<file path="config.mk">
export PLATFORM = sky130hd
export DESIGN_NAME = pneumatic_valve_command_decoder
export DESIGN_NICKNAME = d
export VERILOG_FILES = /design/src/pvcd_pkg.sv /design/src/pneumatic_valve_command_decoder.sv
export SDC_FILE = /design/constraint.sdc
export NUM_CORES = 1
export LEC_CHECK = 0
export BUFFER_PORTS_ARGS = -buffer_cell sky130_fd_sc_hd__buf_2
export CORE_UTILIZATION = 30
export CTS_BUF_LIST = sky130_fd_sc_hd__clkbuf_16
export CTS_CLUSTER_DIAMETER = 80
export DETAILED_ROUTE_END_ITERATION = 7
export PLACE_DENSITY_LB_ADDON = 0.1
export SLEW_MARGIN = 20
export SYNTH_ARGS = -nofsm -noshare
export SYNTH_HDL_FRONTEND = slang
export SYNTH_SLANG_ARGS = --single-unit
</file>
<file path="constraint.sdc">
create_clock -name clk -period 4.95 [get_ports clk]
set_clock_uncertainty 0.1 [all_clocks]
set_input_delay 0.495 -clock clk [delete_from_list [all_inputs] [get_ports clk]]
set_output_delay 0.495 -clock clk [all_outputs]
set_load 0.02 [all_outputs]
</file>
<file path="src/pvcd_pkg.sv">
// Package: word types, command codes and register indexes for the valve command decoder.
`timescale 1ns / 1ps

package pvcd_pkg;

	localparam int unsigned VALVES = 5;

	// Input word kinds
	localparam logic KIND_CMD     = 1'b0;
	localparam logic KIND_PATTERN = 1'b1;

	// Command characters
	localparam logic [7:0] CMD_STOP      = 8'h21; // '!'
	localparam logic [7:0] CMD_INFLATE   = 8'h2B; // '+'
	localparam logic [7:0] CMD_VACUUM    = 8'h2D; // '-'
	localparam logic [7:0] CMD_INFLATE2X = 8'h50; // 'P'
	localparam logic [7:0] CMD_VACUUM2X  = 8'h4E; // 'N'
	localparam logic [7:0] CMD_RELEASE   = 8'h5E; // '^'
	localparam logic [7:0] CMD_POWER     = 8'h6F; // 'o'
	localparam logic [7:0] CMD_RED       = 8'h72; // 'r'
	localparam logic [7:0] CMD_BLUE      = 8'h62; // 'b'
	localparam logic [7:0] CMD_MEASURE   = 8'h3F; // '?'

	// Power-off only when the argument repeats the command character
	localparam logic [7:0] POWER_KEY = 8'h6F;

	// Pump level codes
	localparam logic [1:0] PUMP_OFF  = 2'd0;
	localparam logic [1:0] PUMP_ONE  = 2'd1;
	localparam logic [1:0] PUMP_TWO  = 2'd2;
	localparam logic [1:0] PUMP_BOTH = 2'd3;

	// Configuration register indexes
	localparam logic [1:0] REG_HAS_INFLATION = 2'd0;
	localparam logic [1:0] REG_HAS_VACUUM    = 2'd1;
	localparam logic [1:0] REG_PORTS_IN_USE  = 2'd2;

	typedef struct packed {
		logic       kind;
		logic [7:0] action;
		logic [7:0] port;
	} in_word_t;

	typedef struct packed {
		logic                pump_one;
		logic                pump_two;
		logic                inlet_open;
		logic                release_open;
		logic [VALVES-1:0]   port_valves;
		logic                red_on;
		logic                blue_on;
		logic                power_off;
		logic                want_pressure;
	} out_word_t;

endpackage

</file>
<file path="src/pneumatic_valve_command_decoder.sv">
// Top level: pneumatic valve command decoder with input register, state and skid output.
`timescale 1ns / 1ps

// Accepts one command word per cycle while in_stall is low and returns one
// result word per command: the word is registered, decoded against the held
// pump, valve, LED and power-off levels in one pass, and the new levels land
// in the output register. A skid register behind the output lets the input
// keep flowing for one word while a result waits; in_stall rises only once
// that skid register is also full. Writes on the cfg port take effect for the
// next decoded word. PORTS limits which port numbers (1..PORTS, at most five)
// reach a valve.
module pneumatic_valve_command_decoder #(
	parameter int unsigned PORTS = 5
) (
	input  logic                clk,
	input  logic                arst_n,
	input  logic                cfg_we,
	input  logic [1:0]          cfg_index,
	input  logic [2:0]          cfg_data,
	input  logic                in_valid,
	output logic                in_stall,
	input  pvcd_pkg::in_word_t  in_word,
	output logic                out_valid,
	input  logic                out_stall,
	output pvcd_pkg::out_word_t out_word
);

	localparam int unsigned V   = pvcd_pkg::VALVES;
	localparam int unsigned LIM = (PORTS < V) ? PORTS : V;

	// configuration
	logic       has_inf_q;
	logic       has_vac_q;
	logic [2:0] ports_in_use_q;

	// held levels
	logic [1:0]   pump_q;
	logic         inlet_q;
	logic         release_q;
	logic [V-1:0] valves_q;
	logic [1:0]   led_q;
	logic         power_off_q;

	// input stage
	logic               valid_s1;
	pvcd_pkg::in_word_t word_s1;

	// output and skid
	logic                out_valid_q;
	pvcd_pkg::out_word_t out_q;
	logic                skid_valid_q;
	pvcd_pkg::out_word_t skid_q;

	logic in_take;
	logic adv;
	logic out_take;

	// next-state
	logic [1:0]   pump_d;
	logic         inlet_d;
	logic         release_d;
	logic [V-1:0] valves_d;
	logic [1:0]   led_d;
	logic         power_off_d;
	logic         want_d;
	logic [V-1:0] all_mask;
	logic [V-1:0] tgt_mask;
	logic [V-1:0] pattern;
	logic [2:0]   span;
	pvcd_pkg::out_word_t res;

	assign adv       = valid_s1 && !skid_valid_q;
	assign in_stall  = valid_s1 && skid_valid_q;
	assign in_take   = in_valid && !in_stall;
	assign out_take  = out_valid_q && !out_stall;
	assign out_valid = out_valid_q;
	assign out_word  = out_q;

	always_ff @(posedge clk or negedge arst_n) begin
		if (!arst_n) begin
			has_inf_q      <= 1'b1;
			has_vac_q      <= 1'b1;
			ports_in_use_q <= 3'd5;
		end else if (cfg_we) begin
			unique case (cfg_index)
				pvcd_pkg::REG_HAS_INFLATION: has_inf_q      <= cfg_data[0];
				pvcd_pkg::REG_HAS_VACUUM:    has_vac_q      <= cfg_data[0];
				pvcd_pkg::REG_PORTS_IN_USE:  ports_in_use_q <= cfg_data;
				default: ;
			endcase
		end
	end

	always_ff @(posedge clk or negedge arst_n) begin
		if (!arst_n) begin
			valid_s1 <= 1'b0;
		end else if (in_take) begin
			valid_s1 <= 1'b1;
		end else if (adv) begin
			valid_s1 <= 1'b0;
		end
	end

	always_ff @(posedge clk) begin
		if (in_take) begin
			word_s1 <= in_word;
		end
	end

	// valve masks
	always_comb begin
		span = (ports_in_use_q > 3'(LIM)) ? 3'(LIM) : ports_in_use_q;
		for (int i = 0; i < V; i++) begin
			all_mask[i] = (3'(i) < span);
			pattern[i]  = word_s1.port[V-1-i];
			tgt_mask[i] = (word_s1.port == 8'(i + 1)) && (i < LIM);
		end
		if (word_s1.port == 8'd0) begin
			tgt_mask = all_mask;
		end
	end

	always_comb begin
		pump_d      = pump_q;
		inlet_d     = inlet_q;
		release_d   = release_q;
		valves_d    = valves_q;
		led_d       = led_q;
		power_off_d = power_off_q;
		want_d      = 1'b0;
		if (word_s1.kind == pvcd_pkg::KIND_PATTERN) begin
			valves_d = pattern;
		end else begin
			unique case (word_s1.action)
				pvcd_pkg::CMD_STOP,
				pvcd_pkg::CMD_INFLATE,
				pvcd_pkg::CMD_VACUUM,
				pvcd_pkg::CMD_INFLATE2X,
				pvcd_pkg::CMD_VACUUM2X,
				pvcd_pkg::CMD_RELEASE: begin
					// stop on the target ports first, then start the action
					inlet_d   = 1'b0;
					release_d = 1'b0;
					pump_d    = pvcd_pkg::PUMP_OFF;
					valves_d  = valves_q & ~tgt_mask;
					unique case (word_s1.action)
						pvcd_pkg::CMD_INFLATE: begin
							if (has_inf_q) begin
								inlet_d  = 1'b1;
								valves_d = valves_d | tgt_mask;
								pump_d   = pvcd_pkg::PUMP_ONE;
							end
							want_d = has_inf_q && has_vac_q;
						end
						pvcd_pkg::CMD_VACUUM: begin
							if (has_vac_q) begin
								valves_d  = valves_d | tgt_mask;
								pump_d    = pvcd_pkg::PUMP_TWO;
								release_d = has_inf_q;
							end
							want_d = has_inf_q && has_vac_q;
						end
						pvcd_pkg::CMD_INFLATE2X: begin
							if (has_inf_q && !has_vac_q) begin
								valves_d = valves_d | tgt_mask;
								pump_d   = pvcd_pkg::PUMP_BOTH;
							end
							want_d = has_inf_q && !has_vac_q;
						end
						pvcd_pkg::CMD_VACUUM2X: begin
							if (!has_inf_q && has_vac_q) begin
								valves_d = valves_d | tgt_mask;
								pump_d   = pvcd_pkg::PUMP_BOTH;
							end
							want_d = !has_inf_q && has_vac_q;
						end
						pvcd_pkg::CMD_RELEASE: begin
							release_d = 1'b1;
							valves_d  = valves_d | tgt_mask;
							want_d    = 1'b1;
						end
						default: ;
					endcase
				end
				pvcd_pkg::CMD_MEASURE: begin
					inlet_d   = 1'b0;
					release_d = 1'b0;
					pump_d    = pvcd_pkg::PUMP_OFF;
					valves_d  = (valves_q & ~all_mask) | tgt_mask;
					want_d    = 1'b1;
				end
				pvcd_pkg::CMD_POWER: begin
					if (word_s1.port == pvcd_pkg::POWER_KEY) begin
						power_off_d = 1'b1;
					end
				end
				pvcd_pkg::CMD_RED: begin
					led_d[0] = (word_s1.port != 8'd0);
				end
				pvcd_pkg::CMD_BLUE: begin
					led_d[1] = (word_s1.port != 8'd0);
				end
				default: ;
			endcase
		end
	end

	always_comb begin
		res.pump_one      = pump_d[0];
		res.pump_two      = pump_d[1];
		res.inlet_open    = inlet_d;
		res.release_open  = release_d;
		res.port_valves   = valves_d;
		res.red_on        = led_d[0];
		res.blue_on       = led_d[1];
		res.power_off     = power_off_d;
		res.want_pressure = want_d;
	end

	always_ff @(posedge clk or negedge arst_n) begin
		if (!arst_n) begin
			pump_q      <= pvcd_pkg::PUMP_OFF;
			inlet_q     <= 1'b0;
			release_q   <= 1'b0;
			valves_q    <= '0;
			led_q       <= 2'b00;
			power_off_q <= 1'b0;
		end else if (adv) begin
			pump_q      <= pump_d;
			inlet_q     <= inlet_d;
			release_q   <= release_d;
			valves_q    <= valves_d;
			led_q       <= led_d;
			power_off_q <= power_off_d;
		end
	end

	// output word register with one-word skid behind it
	always_ff @(posedge clk or negedge arst_n) begin
		if (!arst_n) begin
			out_valid_q  <= 1'b0;
			skid_valid_q <= 1'b0;
		end else if (!out_valid_q || out_take) begin
			if (skid_valid_q) begin
				out_valid_q  <= 1'b1;
				skid_valid_q <= 1'b0;
			end else begin
				out_valid_q <= adv;
			end
		end else if (adv) begin
			skid_valid_q <= 1'b1;
		end
	end

	always_ff @(posedge clk) begin
		if (!out_valid_q || out_take) begin
			if (skid_valid_q) begin
				out_q <= skid_q;
			end else if (adv) begin
				out_q <= res;
			end
		end else if (adv) begin
			skid_q <= res;
		end
	end

endmodule

</file>
==> results.toml <==
[status]
outcome = "finished clean"

[die]
core-area_sq_um = 9864
die-area_sq_um = 10650
start_util_pct = 31.14
io_pins = 42
die_w_um = 103.2
rows = 36
die_h_um = 103.2

[sta]
final_hold_viol_count = 0
slew_viol_final = 0
slew_headroom_pct = 32.67
final.min_clock_period_ps = 2647
worstMarginPinSlew_ps = 1006
timing.hold.ws_ps = 39.74
clock.fmax_mhz = 377.8
min_period_over_period_pct = 53.47
tns_ps = 0
grt_setup_unrepaired = "no"
finalSetupViolations = 0

[placed_design]
post-dp-hpwl_um = 4743
routabilityCongestion = 0.7821
port_buffers = 41
dp_cells = 424

[synthesis]
async_flop_share_pct = 31.75
syn-cell-area_sq_um = 3072
synth_warnings = 0
synthCells = 258
synth_seq_cells = 63
synth_edf_count = 43
avgSynthCellArea_sq_um = 11.91
yosysSeqAreaShare_pct = 58.49
synth_flop_cell = "edfxtp_1"
synth.distinct_cells = 58
syn_nets = 285

[setup_path]
path_delay_family = "compound AO/OA/AOI/OAI gates"
cp.arrival_ps = 2610
crit_path_top_delay_cell = "edfxtp_1"
worstSetupPathType = "register to register"
path_max_fanout = 10
rr_worst_depth = 6
cpMostUsedCell = "a21bo_2"
crit_buf_inv = 0
startpoint_type = "register"
max_stage_delay_ps = 510
path_cells = "nand4bb_1 -> o32ai_1 -> a21bo_2 -> o21ai_0 -> a21bo_2 -> mux2_2"
timing.critical_path.depth = 6
endpoint_kind = "register"
worstPathRequired_ps = 4920

[finish]
layout_common_cells = "edfxtp_1, buf_2, nand2_1"
syn2layout_area_growth_pct = 21.91
layout-drive-gt1-share_pct = 29.97
nNetsFinal = 329
nFillCells = 962
multi_input_area_sq_um = 1204
fin_cells = 440
seq_area_sq_um = 1797
diodes = 0
final_common_cell = "edfxtp_1"

[global_route]
grtUsageMet2_pct = 21.03
grt_pass1_wl_um = 10950
grt_busiest_layer = "met2"
grt_usage_pct = 14.07
grt_use_met3_pct = 3.696
grt_use_met1_pct = 19.45
grt_overflow = 0
grt_max_degree = 21
first_global_vias = 2033
antenna_found_initial = 0

[cts]
cts.sinks = 63
clk_pin_slew_worst_paths_ps = 60
hold_buffers = 0
cts_tree = "built"
root_buffer = "clkbuf_16"
cts_buffers = 9
clock_tree.buffer_depth = 2
htreeDepth = 3
post_cts_resized = 0
clk_latency_ps = 330
postCtsSetupRepairBufs = 0

[pwr]
vdd_drop_max_v = 0.0001774
leakage_uw = 0.001432
p_int_uw = 1167
seq_power_share_pct = 43.9
clkPwrFrac_pct = 44.4
switchingPower_uw = 406.8
power_density_nw_per_um2 = 420.2
power_uw = 1574
switching_share_pct = 25.85
comb_power_share_pct = 11.7

[detailed_routing]
wirelength_um = 6653
drt_first_iter_violations = 71
first_pass_iters = 4
ant_nets = 0
viasPerCell = 4.932
wl_per_cell_um = 15.12
num_vias = 2170
remaining_drc_errors = 0

[worst_hold_path]
hold_class = "input pin to asynchronous set/reset pin"

[job]
cap_violations = 0
==> layer usage <==
metal	routed length (um)	vias up
met2	2960	47
li1	-	1080
met4	42	0
met5	0	-
met3	154	2
met1	3495	1041
==> power groups by stage <==
stage          registers [uW]  clock network, uW  logic [uW]
4_1_cts                   690                718         187
5_1_grt                   701                739         208
2_1_floorplan             695                  0         126
6_report                  691                699         184
3_3_place_gp              700                  0         185
3_5_place_dp              700                  0         186
==> state kept, by name, summed over array words and instances, names as in the netlist, 2 cells and up <==
| signal | count |
|---|---|
| word_s1 | 12 |
| pump_q | 2 |
| ports_in_use_q | 3 |
| out_word | 13 |
| pattern | 5 |
| led_q | 2 |
| valves_q | 5 |
| skid_q | 13 |
==> worst paths after layout <==
kind	start	to	slack [ps]
worst min register to register	led_q[1]	led_q[1]	390
min in group clk	in_word[2]	pattern[2]	240
worst max register to register	word_s1[12]	out_word[11]	2300
worst max-delay path	word_s1[12]	out_word[11]	2300
max in group asynchronous	arst_n	has_inf_q	4340
worst min-delay path	arst_n	out_valid	40
==> cell families (layout without fill, tap and decap cells) <==
| group | after synthesis | in the layout | synth area share, % |
|---|---|---|---|
| simple gates | 97 | 97 | 18.45 |
| flops | 63 | 63 | 58.49 |
| compound gates | 62 | 62 | 14.30 |
| buf+inv | 18 | 67 | 2.322 |
| mux | 17 | 17 | 6.151 |
| xor+xnor | 1 | 1 | 0.2852 |
==> worst reg2reg max path, delay by kind of cell, from the launching register on <==
family          cells  cell delay [ps]
compound gates      4             1190
flops               1              510
mux                 1              270
simple gates        1              330
==> metrics by stage <==
step / util (%) / instance area [sq um] / setup WS (ps)
floorplan: - / 3072 / 2640
global placement: 34.64 / 3417 / 2309
detailed placement: 34.64 / 3417 / 2289
CTS: 37.96 / 3745 / 2273
global route: 37.96 / 3745 / 2033
finish: 37.96 / 3745 / 2303
==> area by class of cell <==
class                   count  area share (%)
flip-flops and latches     63           47.98
multi-input cells         177           32.14
clock buffers               9           6.014
repair buffers             43           5.880
well taps                 133           4.444
clock inverters             7           2.740
inverters                   8          0.8019
==> cells in the mapped netlist, types with 2 or more instances <==
cell type	n	share of area [%]
a21bo_2	2	0.65
a21boi_0	2	0.49
a21o_1	2	0.49
a21oi_1	7	1.1
a22o_1	2	0.57
a22oi_1	2	0.49
a311o_1	2	0.65
a311oi_1	2	0.57
a31oi_1	4	0.81
and2_1	3	0.61
and4b_1	3	0.98
buf_2	3	0.49
clkbuf_1	7	0.86
dfrtp_1	16	13
dfstp_2	4	3.4
edfxtp_1	43	42
inv_1	8	0.98
mux2_2	15	5.5
mux2i_1	2	0.65
nand2_1	24	2.9
nand2b_1	3	0.61
nand3_1	7	1.1
nand3b_1	4	0.98
nand4b_1	2	0.57
nor2_1	16	2.0
nor2b_1	4	0.81
nor3_1	7	1.1
nor3b_1	3	0.73
nor4_1	2	0.41
nor4b_1	3	0.86
nor4bb_1	3	0.98
o21ai_0	19	3.1
o21ai_2	2	0.57
o2bb2ai_1	2	0.57
o31ai_1	2	0.49
or2_2	4	0.81
No activity file was read; power rests on OpenSTA's default activity.
